[config.mk]
export PLATFORM = sky130hd
export DESIGN_NAME = telemetry_frame_builder_crc8_core
export DESIGN_NICKNAME = d
export VERILOG_FILES = /design/src/hdl/tfb_pkg.sv /design/src/hdl/tfb_ctrl.sv /design/src/hdl/tfb_dp.sv /design/src/hdl/telemetry_frame_builder_crc8_core.sv
export SDC_FILE = /design/constraint.sdc
export NUM_CORES = 1
export LEC_CHECK = 0
export BUFFER_PORTS_ARGS = -buffer_cell sky130_fd_sc_hd__buf_2
export CELL_PAD_IN_SITES_DETAIL_PLACEMENT = 2
export CELL_PAD_IN_SITES_GLOBAL_PLACEMENT = 2
export CORE_ASPECT_RATIO = 1.75
export CORE_MARGIN = 2
export CORE_UTILIZATION = 42
export CTS_CLUSTER_SIZE = 24
export DETAILED_ROUTE_END_ITERATION = 7
export GPL_TIMING_DRIVEN = 0
export PLACE_DENSITY = 0.89
export SYNTH_ARGS = -nofsm -noshare
export SYNTH_HDL_FRONTEND = slang
export SYNTH_SLANG_ARGS = --single-unit
[constraint.sdc]
create_clock -name i_clk -period 4.9 [get_ports i_clk]
set_input_delay 0 -clock i_clk [delete_from_list [all_inputs] [get_ports i_clk]]
set_output_delay 0 -clock i_clk [all_outputs]
set_load 0.005 [all_outputs]
[src/hdl/tfb_pkg.sv]
// Shared types, constants and the CRC-8 step function of the telemetry frame builder.
package tfb_pkg;

    // Register reset values and default store depth
    localparam logic [7:0] BATCH_VER_RST   = 8'd4;
    localparam logic [7:0] LIVE_VER_RST    = 8'd17;
    localparam int         MAX_SAMPLES_DEF = 16;

    // Reflected Dallas/Maxim polynomial
    localparam logic [7:0] CRC_POLY = 8'h8C;

    // Header and live frames both carry ten bytes ahead of their CRC
    localparam logic [3:0] LAST_STEP = 4'd9;

    // Configuration port: two byte-wide registers at word addresses
    localparam int   APB_AW        = 3;
    localparam logic REG_BATCH_VER = 1'b0;
    localparam logic REG_LIVE_VER  = 1'b1;

    typedef enum logic [1:0] {
        OP_HDR    = 2'd0,
        OP_SAMPLE = 2'd1,
        OP_LIVE   = 2'd2,
        OP_NONE   = 2'd3
    } t_op;

    // Input item as carried on the slave tdata bus, lowest field last
    typedef struct packed {
        logic [2:0]  pad;
        logic [15:0] pulse_rate;
        logic [7:0]  vane_off;
        logic [7:0]  vane_on;
        logic [15:0] speed_word;
        logic [7:0]  vane_byte;
        logic [7:0]  signal_quality;
        logic [15:0] panel_mv;
        logic [15:0] battery_mv;
        logic [4:0]  sample_count;
        logic [15:0] cycle_number;
    } t_item;

    localparam int ITEM_W = $bits(t_item);

    // Source of the byte placed into the output register
    typedef enum logic [4:0] {
        BS_BVER,
        BS_LVER,
        BS_CYC_LO,
        BS_CYC_HI,
        BS_CNT_LO,
        BS_ZERO,
        BS_BAT_LO,
        BS_BAT_HI,
        BS_SOL_LO,
        BS_SOL_HI,
        BS_SIG,
        BS_VANE,
        BS_VON,
        BS_VOFF,
        BS_RATE_LO,
        BS_RATE_HI,
        BS_SPD_LO,
        BS_SPD_HI,
        BS_BCRC,
        BS_LCRC
    } t_bsel;

    typedef enum logic [2:0] {
        CRC_NONE,
        CRC_BATCH_INIT,
        CRC_BATCH,
        CRC_LIVE_INIT,
        CRC_LIVE
    } t_crc_op;

    typedef enum logic [2:0] {
        S_IDLE,
        S_DISP,
        S_HDR,
        S_VANE,
        S_SPD,
        S_BCRC,
        S_LIVE,
        S_LCRC
    } t_state;

    // Controller to datapath
    typedef struct packed {
        logic    load;
        logic    emit;
        t_bsel   bsel;
        logic    is_crc;
        logic    last;
        t_crc_op crc_op;
        logic    hdr_commit;
        logic    store;
        logic    dump_adv;
        logic    close;
    } t_cmd;

    // Datapath to controller
    typedef struct packed {
        t_op  op;
        logic out_free;
        logic sample_ok;
        logic closing;
        logic count_zero;
        logic dump_last;
    } t_sts;

    // One byte through the reflected CRC-8
    function automatic logic [7:0] crc8_byte(input logic [7:0] c, input logic [7:0] b);
        logic [7:0] r;
        r = c ^ b;
        for (int i = 0; i < 8; i++) begin
            r = r[0] ? ((r >> 1) ^ CRC_POLY) : (r >> 1);
        end
        return r;
    endfunction

endpackage

[src/hdl/tfb_ctrl.sv]
// Frame sequencer: walks header, sample, speed dump and live frames one byte at a time.
module tfb_ctrl (
    input  logic          i_clk,
    input  logic          i_rst_n,
    input  logic          i_s_tvalid,
    output logic          o_s_tready,
    input  tfb_pkg::t_sts i_sts,
    output tfb_pkg::t_cmd o_cmd
);
    import tfb_pkg::*;

    t_state     r_state, n_state;
    logic [3:0] r_step, n_step;
    logic       r_hi, n_hi;

    function automatic t_bsel hdr_sel(input logic [3:0] s);
        t_bsel b;
        case (s)
            4'd0:    b = BS_BVER;
            4'd1:    b = BS_CYC_LO;
            4'd2:    b = BS_CYC_HI;
            4'd3:    b = BS_CNT_LO;
            4'd4:    b = BS_ZERO;
            4'd5:    b = BS_BAT_LO;
            4'd6:    b = BS_BAT_HI;
            4'd7:    b = BS_SOL_LO;
            4'd8:    b = BS_SOL_HI;
            default: b = BS_SIG;
        endcase
        return b;
    endfunction

    function automatic t_bsel live_sel(input logic [3:0] s);
        t_bsel b;
        case (s)
            4'd0:    b = BS_LVER;
            4'd1:    b = BS_VON;
            4'd2:    b = BS_VOFF;
            4'd3:    b = BS_RATE_LO;
            4'd4:    b = BS_RATE_HI;
            4'd5:    b = BS_BAT_LO;
            4'd6:    b = BS_BAT_HI;
            4'd7:    b = BS_SOL_LO;
            4'd8:    b = BS_SOL_HI;
            default: b = BS_SIG;
        endcase
        return b;
    endfunction

    // State register
    always_ff @(posedge i_clk) begin
        if (!i_rst_n) begin
            r_state <= S_IDLE;
            r_step  <= '0;
            r_hi    <= 1'b0;
        end else begin
            r_state <= n_state;
            r_step  <= n_step;
            r_hi    <= n_hi;
        end
    end

    // Next state and commands; every byte waits for a free output register
    always_comb begin
        n_state           = r_state;
        n_step            = r_step;
        n_hi              = r_hi;
        o_cmd.load        = 1'b0;
        o_cmd.emit        = 1'b0;
        o_cmd.bsel        = BS_ZERO;
        o_cmd.is_crc      = 1'b0;
        o_cmd.last        = 1'b0;
        o_cmd.crc_op      = CRC_NONE;
        o_cmd.hdr_commit  = 1'b0;
        o_cmd.store       = 1'b0;
        o_cmd.dump_adv    = 1'b0;
        o_cmd.close       = 1'b0;
        o_s_tready        = (r_state == S_IDLE);

        case (r_state)
            S_IDLE: begin
                if (i_s_tvalid) begin
                    o_cmd.load = 1'b1;
                    n_state    = S_DISP;
                end
            end
            S_DISP: begin
                n_step = '0;
                n_hi   = 1'b0;
                case (i_sts.op)
                    OP_HDR:    n_state = S_HDR;
                    OP_SAMPLE: n_state = i_sts.sample_ok ? S_VANE : S_IDLE;
                    OP_LIVE:   n_state = S_LIVE;
                    default:   n_state = S_IDLE;
                endcase
            end
            S_HDR: begin
                if (i_sts.out_free) begin
                    o_cmd.emit       = 1'b1;
                    o_cmd.bsel       = hdr_sel(r_step);
                    o_cmd.crc_op     = (r_step == '0) ? CRC_BATCH_INIT : CRC_BATCH;
                    o_cmd.hdr_commit = (r_step == '0);
                    if (r_step == LAST_STEP) begin
                        o_cmd.last = !i_sts.count_zero;
                        n_state    = i_sts.count_zero ? S_BCRC : S_IDLE;
                    end else begin
                        n_step = r_step + 4'd1;
                    end
                end
            end
            S_VANE: begin
                if (i_sts.out_free) begin
                    o_cmd.emit   = 1'b1;
                    o_cmd.bsel   = BS_VANE;
                    o_cmd.crc_op = CRC_BATCH;
                    o_cmd.store  = 1'b1;
                    o_cmd.last   = !i_sts.closing;
                    n_state      = i_sts.closing ? S_SPD : S_IDLE;
                end
            end
            S_SPD: begin
                if (i_sts.out_free) begin
                    o_cmd.emit     = 1'b1;
                    o_cmd.bsel     = r_hi ? BS_SPD_HI : BS_SPD_LO;
                    o_cmd.crc_op   = CRC_BATCH;
                    o_cmd.dump_adv = r_hi;
                    n_hi           = !r_hi;
                    if (r_hi && i_sts.dump_last) begin
                        n_state = S_BCRC;
                    end
                end
            end
            S_BCRC: begin
                if (i_sts.out_free) begin
                    o_cmd.emit   = 1'b1;
                    o_cmd.bsel   = BS_BCRC;
                    o_cmd.is_crc = 1'b1;
                    o_cmd.last   = 1'b1;
                    o_cmd.close  = 1'b1;
                    n_state      = S_IDLE;
                end
            end
            S_LIVE: begin
                if (i_sts.out_free) begin
                    o_cmd.emit   = 1'b1;
                    o_cmd.bsel   = live_sel(r_step);
                    o_cmd.crc_op = (r_step == '0) ? CRC_LIVE_INIT : CRC_LIVE;
                    if (r_step == LAST_STEP) begin
                        n_state = S_LCRC;
                    end else begin
                        n_step = r_step + 4'd1;
                    end
                end
            end
            S_LCRC: begin
                if (i_sts.out_free) begin
                    o_cmd.emit   = 1'b1;
                    o_cmd.bsel   = BS_LCRC;
                    o_cmd.is_crc = 1'b1;
                    o_cmd.last   = 1'b1;
                    n_state      = S_IDLE;
                end
            end
            default: begin
                n_state = S_IDLE;
            end
        endcase
    end

endmodule

[src/hdl/tfb_dp.sv]
// Datapath: item capture, batch progress, speed store, two CRC accumulators, output register.
module tfb_dp #(
    parameter int MAX_SAMPLES = tfb_pkg::MAX_SAMPLES_DEF
) (
    input  logic                       i_clk,
    input  logic                       i_rst_n,
    // configuration port
    input  logic                       psel,
    input  logic                       penable,
    input  logic                       pwrite,
    input  logic [tfb_pkg::APB_AW-1:0] paddr,
    input  logic [31:0]                pwdata,
    output logic [31:0]                prdata,
    // captured item
    input  tfb_pkg::t_item             i_item,
    input  tfb_pkg::t_op               i_op,
    // controller link
    input  tfb_pkg::t_cmd              i_cmd,
    output tfb_pkg::t_sts              o_sts,
    // result channel
    output logic                       o_m_tvalid,
    input  logic                       i_m_tready,
    output logic [7:0]                 o_m_tdata,
    output logic                       o_m_tuser,
    output logic                       o_m_tlast
);
    import tfb_pkg::*;

    localparam int CNT_W = $clog2(MAX_SAMPLES + 1);
    localparam int IDX_W = (MAX_SAMPLES > 1) ? $clog2(MAX_SAMPLES) : 1;

    logic [7:0]       r_bver;
    logic [7:0]       r_lver;
    t_item            r_item;
    t_op              r_op;
    logic [7:0]       r_crc;
    logic [7:0]       r_lcrc;
    logic [CNT_W-1:0] r_expected;
    logic [CNT_W-1:0] r_received;
    logic             r_open;
    logic [IDX_W-1:0] r_rd_idx;
    logic [15:0]      r_spd [MAX_SAMPLES];
    logic [15:0]      r_rd_word;
    logic             r_m_valid;
    logic [7:0]       r_m_data;
    logic             r_m_user;
    logic             r_m_last;

    logic [CNT_W-1:0] sat_count;
    logic [IDX_W-1:0] n_rd_idx;
    logic [7:0]       byte_sel;
    logic [7:0]       crc_base;
    logic [7:0]       n_crc_val;
    logic             out_free;

    // Configuration registers
    always_ff @(posedge i_clk) begin
        if (!i_rst_n) begin
            r_bver <= BATCH_VER_RST;
            r_lver <= LIVE_VER_RST;
        end else if (psel && penable && pwrite) begin
            if (paddr[2] == REG_LIVE_VER) begin
                r_lver <= pwdata[7:0];
            end else begin
                r_bver <= pwdata[7:0];
            end
        end
    end

    assign prdata = (paddr[2] == REG_BATCH_VER) ? {24'h0, r_bver} : {24'h0, r_lver};

    // Item capture at the input transfer
    always_ff @(posedge i_clk) begin
        if (i_cmd.load) begin
            r_item <= i_item;
            r_op   <= i_op;
        end
    end

    // Count saturates at the store depth
    assign sat_count = (r_item.sample_count > 5'(MAX_SAMPLES)) ? CNT_W'(MAX_SAMPLES)
                                                                : CNT_W'(r_item.sample_count);

    // Byte select
    always_comb begin
        case (i_cmd.bsel)
            BS_BVER:    byte_sel = r_bver;
            BS_LVER:    byte_sel = r_lver;
            BS_CYC_LO:  byte_sel = r_item.cycle_number[7:0];
            BS_CYC_HI:  byte_sel = r_item.cycle_number[15:8];
            BS_CNT_LO:  byte_sel = 8'(sat_count);
            BS_BAT_LO:  byte_sel = r_item.battery_mv[7:0];
            BS_BAT_HI:  byte_sel = r_item.battery_mv[15:8];
            BS_SOL_LO:  byte_sel = r_item.panel_mv[7:0];
            BS_SOL_HI:  byte_sel = r_item.panel_mv[15:8];
            BS_SIG:     byte_sel = r_item.signal_quality;
            BS_VANE:    byte_sel = r_item.vane_byte;
            BS_VON:     byte_sel = r_item.vane_on;
            BS_VOFF:    byte_sel = r_item.vane_off;
            BS_RATE_LO: byte_sel = r_item.pulse_rate[7:0];
            BS_RATE_HI: byte_sel = r_item.pulse_rate[15:8];
            BS_SPD_LO:  byte_sel = r_rd_word[7:0];
            BS_SPD_HI:  byte_sel = r_rd_word[15:8];
            BS_BCRC:    byte_sel = r_crc;
            BS_LCRC:    byte_sel = r_lcrc;
            default:    byte_sel = 8'h00;
        endcase
    end

    // CRC step on the emitted byte
    always_comb begin
        case (i_cmd.crc_op)
            CRC_BATCH:      crc_base = r_crc;
            CRC_LIVE:       crc_base = r_lcrc;
            default:        crc_base = 8'h00;
        endcase
    end

    assign n_crc_val = crc8_byte(crc_base, byte_sel);

    // Dump read pointer: rewound by each stored sample, stepped after each high byte
    always_comb begin
        n_rd_idx = r_rd_idx;
        if (i_cmd.store) begin
            n_rd_idx = '0;
        end else if (i_cmd.dump_adv) begin
            n_rd_idx = r_rd_idx + IDX_W'(1);
        end
    end

    // Batch CRC and progress
    always_ff @(posedge i_clk) begin
        if (!i_rst_n) begin
            r_crc      <= '0;
            r_expected <= '0;
            r_received <= '0;
            r_open     <= 1'b0;
            r_rd_idx   <= '0;
        end else begin
            if (i_cmd.emit && (i_cmd.crc_op == CRC_BATCH_INIT || i_cmd.crc_op == CRC_BATCH)) begin
                r_crc <= n_crc_val;
            end
            if (i_cmd.hdr_commit) begin
                r_expected <= sat_count;
                r_received <= '0;
                r_open     <= (sat_count != '0);
            end
            if (i_cmd.store) begin
                r_received <= r_received + CNT_W'(1);
            end
            r_rd_idx <= n_rd_idx;
            if (i_cmd.close) begin
                r_open <= 1'b0;
            end
        end
    end

    // Live frame CRC, started fresh by each live record
    always_ff @(posedge i_clk) begin
        if (i_cmd.emit && (i_cmd.crc_op == CRC_LIVE_INIT || i_cmd.crc_op == CRC_LIVE)) begin
            r_lcrc <= n_crc_val;
        end
    end

    // Speed store, one entry per received sample; read word tracks the next pointer,
    // with the word being written passed straight through
    always_ff @(posedge i_clk) begin
        if (i_cmd.store) begin
            r_spd[r_received[IDX_W-1:0]] <= r_item.speed_word;
        end
        if (i_cmd.store && (r_received[IDX_W-1:0] == n_rd_idx)) begin
            r_rd_word <= r_item.speed_word;
        end else begin
            r_rd_word <= r_spd[n_rd_idx];
        end
    end

    // Output register
    assign out_free = !r_m_valid || i_m_tready;

    always_ff @(posedge i_clk) begin
        if (!i_rst_n) begin
            r_m_valid <= 1'b0;
        end else if (i_cmd.emit) begin
            r_m_valid <= 1'b1;
        end else if (i_m_tready) begin
            r_m_valid <= 1'b0;
        end
    end

    always_ff @(posedge i_clk) begin
        if (i_cmd.emit) begin
            r_m_data <= byte_sel;
            r_m_user <= i_cmd.is_crc;
            r_m_last <= i_cmd.last;
        end
    end

    assign o_m_tvalid = r_m_valid;
    assign o_m_tdata  = r_m_data;
    assign o_m_tuser  = r_m_user;
    assign o_m_tlast  = r_m_last;

    // Status toward the controller
    assign o_sts.op         = r_op;
    assign o_sts.out_free   = out_free;
    assign o_sts.sample_ok  = r_open && (r_received < r_expected);
    assign o_sts.closing    = ((r_received + CNT_W'(1)) == r_expected);
    assign o_sts.count_zero = (r_item.sample_count == 5'd0);
    assign o_sts.dump_last  = ((CNT_W'(r_rd_idx) + CNT_W'(1)) == r_received);

endmodule

[src/hdl/telemetry_frame_builder_crc8_core.sv]
// Top level of the telemetry frame builder with reflected CRC-8 closing.
//
// Slave stream carries one command item per transfer: tuser selects a batch
// header, a sample or a live record, tdata holds the field values. Master
// stream carries the frame bytes in transmit order, one per transfer; tuser
// flags the closing CRC byte and tlast marks the last byte caused by an item.
// The APB port holds the two version bytes (batch at 0x0, live at 0x4).
//
// An item is taken in its transfer and decoded, then emits one byte per cycle
// while the output register is free: 10 or 11 bytes for a header, 11 for a
// live record, 1 for a sample that does not close its batch, and up to 34
// for a closing sample (vane byte, two bytes per stored speed, CRC). The single
// byte-wide output register sets that rate. Ignored samples and unused op
// codes give no bytes.
//
// A new item is taken once the previous item's last byte sits in the output
// register. When the receiver stalls, the sequencer holds until the register
// frees up. Reset clears batch progress, closes any open batch, drops a
// pending output byte and restores the version registers.
module telemetry_frame_builder_crc8_core #(
    parameter int MAX_SAMPLES = tfb_pkg::MAX_SAMPLES_DEF
) (
    input  logic                       i_clk,
    input  logic                       i_rst_n,
    // Slave stream
    input  logic                       i_s_tvalid,
    output logic                       o_s_tready,
    // cycle_number[15:0], sample_count[20:16], battery_mv[36:21],
    // panel_mv[52:37], signal_quality[60:53], vane_byte[68:61],
    // speed_word[84:69], vane_on[92:85], vane_off[100:93],
    // pulse_rate[116:101], zero[119:117]
    input  logic [tfb_pkg::ITEM_W-1:0] i_s_tdata,
    // op[1:0]
    input  logic [1:0]                 i_s_tuser,
    // Master stream
    output logic                       o_m_tvalid,
    input  logic                       i_m_tready,
    // out_byte[7:0]
    output logic [7:0]                 o_m_tdata,
    // is_crc[0]
    output logic                       o_m_tuser,
    output logic                       o_m_tlast,
    // APB configuration
    input  logic                       psel,
    input  logic                       penable,
    input  logic                       pwrite,
    input  logic [tfb_pkg::APB_AW-1:0] paddr,
    input  logic [31:0]                pwdata,
    output logic [31:0]                prdata,
    output logic                       pready
);
    import tfb_pkg::*;

    t_cmd cmd;
    t_sts sts;

    assign pready = 1'b1;

    tfb_ctrl u_ctrl (
        .i_clk      (i_clk),
        .i_rst_n    (i_rst_n),
        .i_s_tvalid (i_s_tvalid),
        .o_s_tready (o_s_tready),
        .i_sts      (sts),
        .o_cmd      (cmd)
    );

    tfb_dp #(
        .MAX_SAMPLES (MAX_SAMPLES)
    ) u_dp (
        .i_clk      (i_clk),
        .i_rst_n    (i_rst_n),
        .psel       (psel),
        .penable    (penable),
        .pwrite     (pwrite),
        .paddr      (paddr),
        .pwdata     (pwdata),
        .prdata     (prdata),
        .i_item     (t_item'(i_s_tdata)),
        .i_op       (t_op'(i_s_tuser)),
        .i_cmd      (cmd),
        .o_sts      (sts),
        .o_m_tvalid (o_m_tvalid),
        .i_m_tready (i_m_tready),
        .o_m_tdata  (o_m_tdata),
        .o_m_tuser  (o_m_tuser),
        .o_m_tlast  (o_m_tlast)
    );

endmodule

Yosys cells after proc, flatten, opt, wreduce, memory -nomap -nowiden --
Memories as Yosys holds them, arrays and structs flattened. A register that Yosys moved wholly into a read port is not among the register bits. Cells that the tools add are included.
Operators by class: add/sub/neg operators 4, multipliers 0, div/mod/pow operators 0, magnitude comparators 2, equality and inequality tests 45, shift operators 0, muxes and demuxes 69, bitwise gates (word level) 11, reduce and logical (&&, ||, !) cells 31
Operator list (count):
- one-hot mux 8 bit (19 select lines) | 1
- 2-to-1 mux 8 bit | 11
- equality test 5 x 4 -> 1 bit (second input constant) | 8
- 2-to-1 mux 3 bit | 13
- 2-to-1 mux 4 bit | 9
- one-hot mux 6 bit (6 select lines) | 1
- 2-to-1 mux 6 bit | 4
- inverter 2 -> 3 bit | 8
- one-hot mux 3 bit (7 select lines) | 1
- equality test 5 bit (second input constant) | 4
- 2-to-1 mux 5 bit | 4
- inequality test 2 x 1 -> 1 bit (second input constant) | 9
- one-hot mux 8 bit (2 select lines) | 1
- equality test 3 bit (second input constant) | 5
- equality test 5 x 3 -> 1 bit (second input constant) | 3
- 2-to-1 mux 1 bit | 15
- equality test 3 x 2 -> 1 bit (second input constant) | 4
- one-hot mux 3 bit (4 select lines) | 1
- equality test 5 x 2 -> 1 bit (second input constant) | 2
- equality test 5 bit | 2
- logical NOT 5 bit | 2
- one-hot mux 3 bit (3 select lines) | 1
- AND reduction 9 bit | 1
- adder 4 x 1 -> 4 bit (second input constant) | 2
- 27 further kinds | 50
Storage, ports and cells: flip-flop bits (word level) 185, latch bits 0, RAM bits 256, bits in read-only memories 128, input bits 164, logic and storage cells 191, memories kept 3
Memories:
- u_dp.r_spd | depth 16, width 16, rd ports 1, clocked after memory_dff 1, wr ports 1, RTL line tfb_dp.sv:42 | logic [15:0] r_spd [MAX_SAMPLES];
- (name not given) | depth 16, width 4, rd ports 1, clocked after memory_dff 1, wr ports 0, RTL line tfb_ctrl.sv:18 | case (s)
- (name not given) | depth 16, width 4, rd ports 1, clocked after memory_dff 1, wr ports 0, RTL line tfb_ctrl.sv:35 | case (s)

Depth between registers and ports, before layout --
word-level depth 24, depth in mapped cells 14

Modules after synthesis --
From an unflattened synthesis, not the netlist that was laid out.
Second synthesis, totals: cells, all modules 1290, area, all modules 19388.6 um^2
Modules (own cells, without submodules):
- tfb_dp | instances 1, cells an instance 1132, area an instance 18146.2 um^2, sequential area each 12682.2 um^2
- tfb_ctrl | instances 1, cells an instance 156, area an instance 1231.2 um^2, sequential area each 320.3 um^2
- telemetry_frame_builder_crc8_core | instances 1, cells an instance 2, area an instance 11.3 um^2, sequential area each 0.0 um^2

Worst setup path before layout --
No wires, ideal clock.
path type flip-flop to flip-flop, from register u_ctrl.r_state[0], to register u_dp.r_item[0] (netlist bit), enable pin, arrival 3.762 ns, required time 4.408 ns, setup slack 0.646 ns, cell stages (with the launch flop) 5, cell sequence dfxtp_1 -> buf_2 -> clkbuf_1 -> nor3_1 -> and2_1
RTL lines:
- from (decl) | RTL line tfb_ctrl.sv:12 | t_state r_state, n_state;
- from (signal assigned) | RTL line tfb_ctrl.sv:57 | r_state <= n_state;
- to (signal assigned) | RTL line tfb_dp.sv:75 | r_item <= i_item;
- to (decl) | RTL line tfb_dp.sv:34 | t_item r_item;

Worst setup path in the final report --
from register u_ctrl.r_state[1], to register u_dp.r_lcrc[1], data pin
On the way: elaborated cells on any way between the ends 46, those cells by class eq/ne (26); mux (12); bitwise (7); reduce/logical (1)
RTL lines:
- equality test 3 bit / equality test 3 x 2 -> 1 bit (equally long branches) | RTL line tfb_ctrl.sv:80 | case (r_state)
- one-hot mux 6 bit (6 select lines) * | RTL line tfb_ctrl.sv:80
- equality test 5 bit (tied with other cells) | RTL line tfb_dp.sv:86 | case (i_cmd.bsel)
- one-hot mux 8 bit (19 select lines) * | RTL line tfb_dp.sv:86
- net u_dp.byte_sel[3] | RTL line tfb_dp.sv:51 | logic [7:0] byte_sel;
- bitwise XOR 8 bit * | RTL line tfb_pkg.sv:114 | r = c ^ b;
- inverter 2 -> 3 bit (no line)
- 2-to-1 mux 8 bit * (8 in series) | RTL line tfb_pkg.sv:116 | r = r[0] ? ((r >> 1) ^ CRC_POLY) : (r >> 1);
- net u_dp.n_crc_val[1] | RTL line tfb_dp.sv:53 | logic [7:0] n_crc_val;
- to (signal assigned) | RTL line tfb_dp.sv:161 | r_lcrc <= n_crc_val;
- to (decl) | RTL line tfb_dp.sv:37 | logic [7:0] r_lcrc;
Mark *: on every way through the listed nets, which the timed path passes. The rest lies on a longest branch. A chain may end at the register's enable or synchronous reset.

==> reports/metrics.yaml <==
setup_path:
  rr_startpoint: "u_ctrl.r_state[1]$_SDFFE_PN0P_"
  cp_max_fo: 10
  crit_path_start_kind: "register"
  setup.worst_path.start: "u_ctrl.r_state[1]$_SDFFE_PN0P_"
  r2r_cells: 12
  critical_path_data_arrival_time_ns: 5.69
  critical_path_class: "reg -> reg"
  endpoint_kind: "register"
  critical_path.reg2reg.endpoint: "u_dp.r_lcrc[1]$_DFFE_PP_"
  worst_ep_required_time_ns: 5.31
  timing.reg2reg.setup_slack_ns: -0.38
timing:
  maxClockFrequency_mhz: 189
  postLayoutSetupSlackWorst_ns: -0.380
  setup_viol: 12
  finalCriticalPeriod_ns: 5.28
  worst_clock_skew_ns: 0.0373
  final-hold-violation-count: 0
  worst_slew_margin_rel_pct: 6.90
  finalCritPeriodShare_pct: 108
  final_max_slew_viol_count: 0
  tightestPinTransition_ns: 1.39
  hold-worst-slack_ns: 0.128
detailed_routing:
  detail_route.vias_per_cell: 6.52
  detailroute.via_count: 14600
  post_drt_wl_per_cell_um: 39.0
  drtPass1Iterations: 6
  antenna_left: 0
  drt_wl_total_um: 87300
  post-route-drc-count: 0
  first_iter_violations: 1834
clock_tree:
  h_tree_lvl_count: 2
  tritoncts.num_buffers: 43
  worst_path_clk_slew_ns: 0.08
  cts_tree: "built"
  numClockSinks: 453
  clock_tree_root_buffer_cell: "sky130_fd_sc_hd__clkbuf_16"
  clk-insertion-delay-late_ns: 0.59
  clockBufferDepth: 3
synthesis:
  number_of_instances_in_the_synthesized_netlist: 1239
  number_of_enable_type_register_cells_in_the_synthesized_netlist: 393
  ys_types: 71
  synth_top_area_cell: "sky130_fd_sc_hd__edfxtp_1"
  postSynthRegisterBits: 453
  synthFlopType: "sky130_fd_sc_hd__edfxtp_1"
  synth_largest_type_area_fraction_pct: 61.4
  yosysWarningCount: 0
  syn_avg_cell_area_sq_um: 15.5
  syn_area_sq_um: 19200
  ys_top_cells_by_count: "393 x sky130_fd_sc_hd__edfxtp_1, 80 x sky130_fd_sc_hd__nand2_1, 67 x sky130_fd_sc_hd__mux4_2"
  ys_top_cells_by_area: "sky130_fd_sc_hd__edfxtp_1 61%, sky130_fd_sc_hd__mux4_2 7.9%, sky130_fd_sc_hd__dfxtp_1 6.3%"
  synth_most_common_cell: "sky130_fd_sc_hd__edfxtp_1"
  postSynth.asyncResetShare_pct: 0
  synth_seq_area_share_pct: 67.7
place:
  placed_cells: 2015
  gp_congestion: 0.904
  port_buffers: 154
  dp_hpwl_um: 50800
pwr:
  fin_total_pwr_w: 0.0128
  seqPwrFrac_pct: 41.4
  power_per_cell_area_nw_per_um2: 533
  p_leak_nw: 8.49
  switching_share_pct: 36.2
  power.internal_w: 0.00817
  switching_power_w: 0.00464
  comb_power_share_pct: 30.6
  ir_worst_vdd_uv: 349
  clkPwrFrac_pct: 28.0
floorplan:
  die_height_um: 287
  row_count: 103
  boundaryPins: 209
  design.die.area_sq_um: 47500
  die_width_um: 166
  start_util_pct: 42.6
  placeableCoreArea_sq_um: 45100
global_routing:
  grtUsageTotal_pct: 35.7
  antenna_found_initial: 8
  globalRoute.totalOverflow: 0
  maximum_number_of_pins_on_one_net_before_global_route_repair: 72
  grt_first_pass_wirelength_um: 121000
  first_global_vias: 15900
layout:
  final_layout_size_suffix_gt1_share_pct: 26.5
  net_count_reported_at_finish: 1802
  flow.area_growth_from_synthesis_pct: 25.1
  final_core_util_pct: 53.3
  final-instance-count-excl-fill: 2237
  layout.filler_cells: 4003
worst_hold_path:
  timing.hold.worst.start: "i_s_tdata[76]"
  worstHoldEndpoint: "u_dp.r_item[76]$_DFFE_PP_"
  hold_depth: 2
  min_path_type: "in -> reg"
job:
  maxCapViolCount: 0
status:
  violations_in_the_final_reports: "negative setup slack"
  status: "complete, but fails checks"
[what timing repair did]
| action | CTS | global route |
|---|---|---|
| hold buffers | 132 | 0 |
| hold endpoints to repair | 140 | 0 |
| buffers inserted | 0 | 5 |
| resized for setup | 3 | 20 |
| gates cloned | 0 | 0 |
| setup endpoints to repair | 6 | 16 |
| pin swaps | 0 | 3 |
[registers in the layout, summed over array words and instances, names as in the netlist, 2 cells and up, named ones only]
signal / count
u_ctrl.r_step: 4
u_dp.r_spd: 256
u_dp.r_op: 2
u_dp.r_rd_idx: 4
u_dp.r_expected: 5
u_dp.r_lver: 8
u_dp.r_bver: 8
u_ctrl.r_state: 3
u_dp.r_crc: 8
u_dp.r_received: 5
u_dp.r_lcrc: 8
u_dp.r_item: 117
u_dp.o_m_tdata: 8
[metrics by stage]
step | TNS (ns) | instance area [sq um] | worst slack (ns)
global route | -2.32 | 24000 | -0.362
floorplan | 0 | 19300 | 0.646
global placement | -128.65 | 20800 | -1.11
CTS | 0 | 23900 | 0.00326
finish | -2.94 | 24000 | -0.380
detailed placement | -1.04 | 21100 | -0.252
[cell usage in the layout, fill, tap and decap left out, types with 7 or more instances in the layout]
master | netlist | routed
sky130_fd_sc_hd__conb_1 | 2 | 25
sky130_fd_sc_hd__a21boi_0 | 17 | 17
sky130_fd_sc_hd__edfxtp_1 | 393 | 393
sky130_fd_sc_hd__xnor2_1 | 13 | 10
sky130_fd_sc_hd__dlygate4sd3_1 | 0 | 132
sky130_fd_sc_hd__nand4_1 | 9 | 9
sky130_fd_sc_hd__a221oi_1 | 9 | 9
sky130_fd_sc_hd__a21oi_1 | 42 | 42
sky130_fd_sc_hd__dfxtp_1 | 60 | 60
sky130_fd_sc_hd__and3_1 | 11 | 11
sky130_fd_sc_hd__clkbuf_16 | 0 | 45
sky130_fd_sc_hd__mux2_2 | 12 | 12
sky130_fd_sc_hd__nor2_1 | 51 | 39
sky130_fd_sc_hd__buf_6 | 3 | 12
sky130_fd_sc_hd__mux4_2 | 67 | 67
sky130_fd_sc_hd__a2111oi_0 | 13 | 9
sky130_fd_sc_hd__ha_1 | 18 | 18
sky130_fd_sc_hd__buf_8 | 0 | 8
sky130_fd_sc_hd__and2_1 | 13 | 12
sky130_fd_sc_hd__buf_2 | 25 | 179
sky130_fd_sc_hd__o21ai_0 | 38 | 38
sky130_fd_sc_hd__nand2b_1 | 9 | 9
sky130_fd_sc_hd__nor3_1 | 25 | 16
sky130_fd_sc_hd__xnor3_1 | 8 | 8
sky130_fd_sc_hd__buf_4 | 37 | 44
sky130_fd_sc_hd__nor2_2 | 2 | 14
sky130_fd_sc_hd__a211oi_1 | 23 | 23
sky130_fd_sc_hd__mux2i_1 | 31 | 31
sky130_fd_sc_hd__nand3_1 | 35 | 35
sky130_fd_sc_hd__o211ai_1 | 7 | 7
sky130_fd_sc_hd__a22oi_1 | 13 | 12
sky130_fd_sc_hd__xor2_1 | 11 | 9
sky130_fd_sc_hd__inv_1 | 25 | 25
sky130_fd_sc_hd__nor2b_1 | 25 | 25
sky130_fd_sc_hd__nand2_1 | 80 | 80
sky130_fd_sc_hd__nor3_2 | 1 | 10
sky130_fd_sc_hd__clkbuf_1 | 27 | 35
[area by class of cell]
cell class	instances	area (sq um)	share of cell area [%]
Tap cell	577	722	3.00
Timing Repair Buffer	313	2430	10.1
Clock buffer	57	1180	4.91
Sequential cell	453	13000	54.1
Clock inverter	23	240	1.00
Multi-Input combinational cell	688	5790	24.1
Antenna cell	5	12.5	0.0521
Buffer	95	554	2.31
Inverter	26	97.6	0.406
[critical path, stage by stage (launching register included)]
cell,delay [ns]
sky130_fd_sc_hd__dfxtp_1,0.47
sky130_fd_sc_hd__nor2b_1,0.21
sky130_fd_sc_hd__buf_4,0.22
sky130_fd_sc_hd__a211o_1,0.47
sky130_fd_sc_hd__a211oi_2,0.24
sky130_fd_sc_hd__clkbuf_1,0.41
sky130_fd_sc_hd__a221oi_1,1.02
sky130_fd_sc_hd__nor2_1,0.19
sky130_fd_sc_hd__o22ai_1,0.31
sky130_fd_sc_hd__o211ai_1,0.34
sky130_fd_sc_hd__xnor2_2,0.48
sky130_fd_sc_hd__xnor3_1,0.55
sky130_fd_sc_hd__inv_1,0.18
[worst max path at each step]
stage	depth (start not counted)	slack [ns]	end
final	12	-0.38	u_dp.r_lcrc[1]$_DFFE_PP_
after global routing	12	-0.36	u_dp.r_crc[1]$_SDFFE_PN0P_
after CTS	11	0.003	u_dp.r_crc[1]$_SDFFE_PN0P_
after detailed placement	11	-0.25	u_dp.r_crc[1]$_SDFFE_PN0P_
after global placement	4	-1.11	u_dp.r_item[71]$_DFFE_PP_
after floorplan	4	0.65	u_dp.r_item[0]$_DFFE_PP_
[power by group through the flow]
stage	Combinational (W)	Clock [W]	Sequential (W)
final	0.00392	0.00359	0.00530
after global routing	0.00393	0.00370	0.00531
after CTS	0.00335	0.00349	0.00522
after detailed placement	0.00316	0	0.00529
after global placement	0.00286	0	0.00528
after floorplan	0.00202	0	0.00515
[cells by family (layout without fill, tap and decap cells)]
logic type               count (synthesis)  in the layout  synth area share [%]
other                                    2             30                0.0391
AO/OA/AOI/OAI                          220            220                  8.14
buffers and inverters                  121            514                  3.37
AND/OR/NAND/NOR                        281            281                  7.20
adder cells (fa/ha/maj)                 18             18                  1.17
XOR/XNOR                                34             34                  2.25
flip-flops                             453            453                  67.7
multiplexers                           110            110                  10.2
[layer usage]
metal  vias to the layer above  wire [um]  GRT usage, %
met1                      7336      27000          35.4
met4                         0      10000          33.8
met2                      1168      43100          61.2
met3                       505       7240          8.63
met5                         -          0             0
li1                       5572          -             -
(Power assumes the default switching activity.)
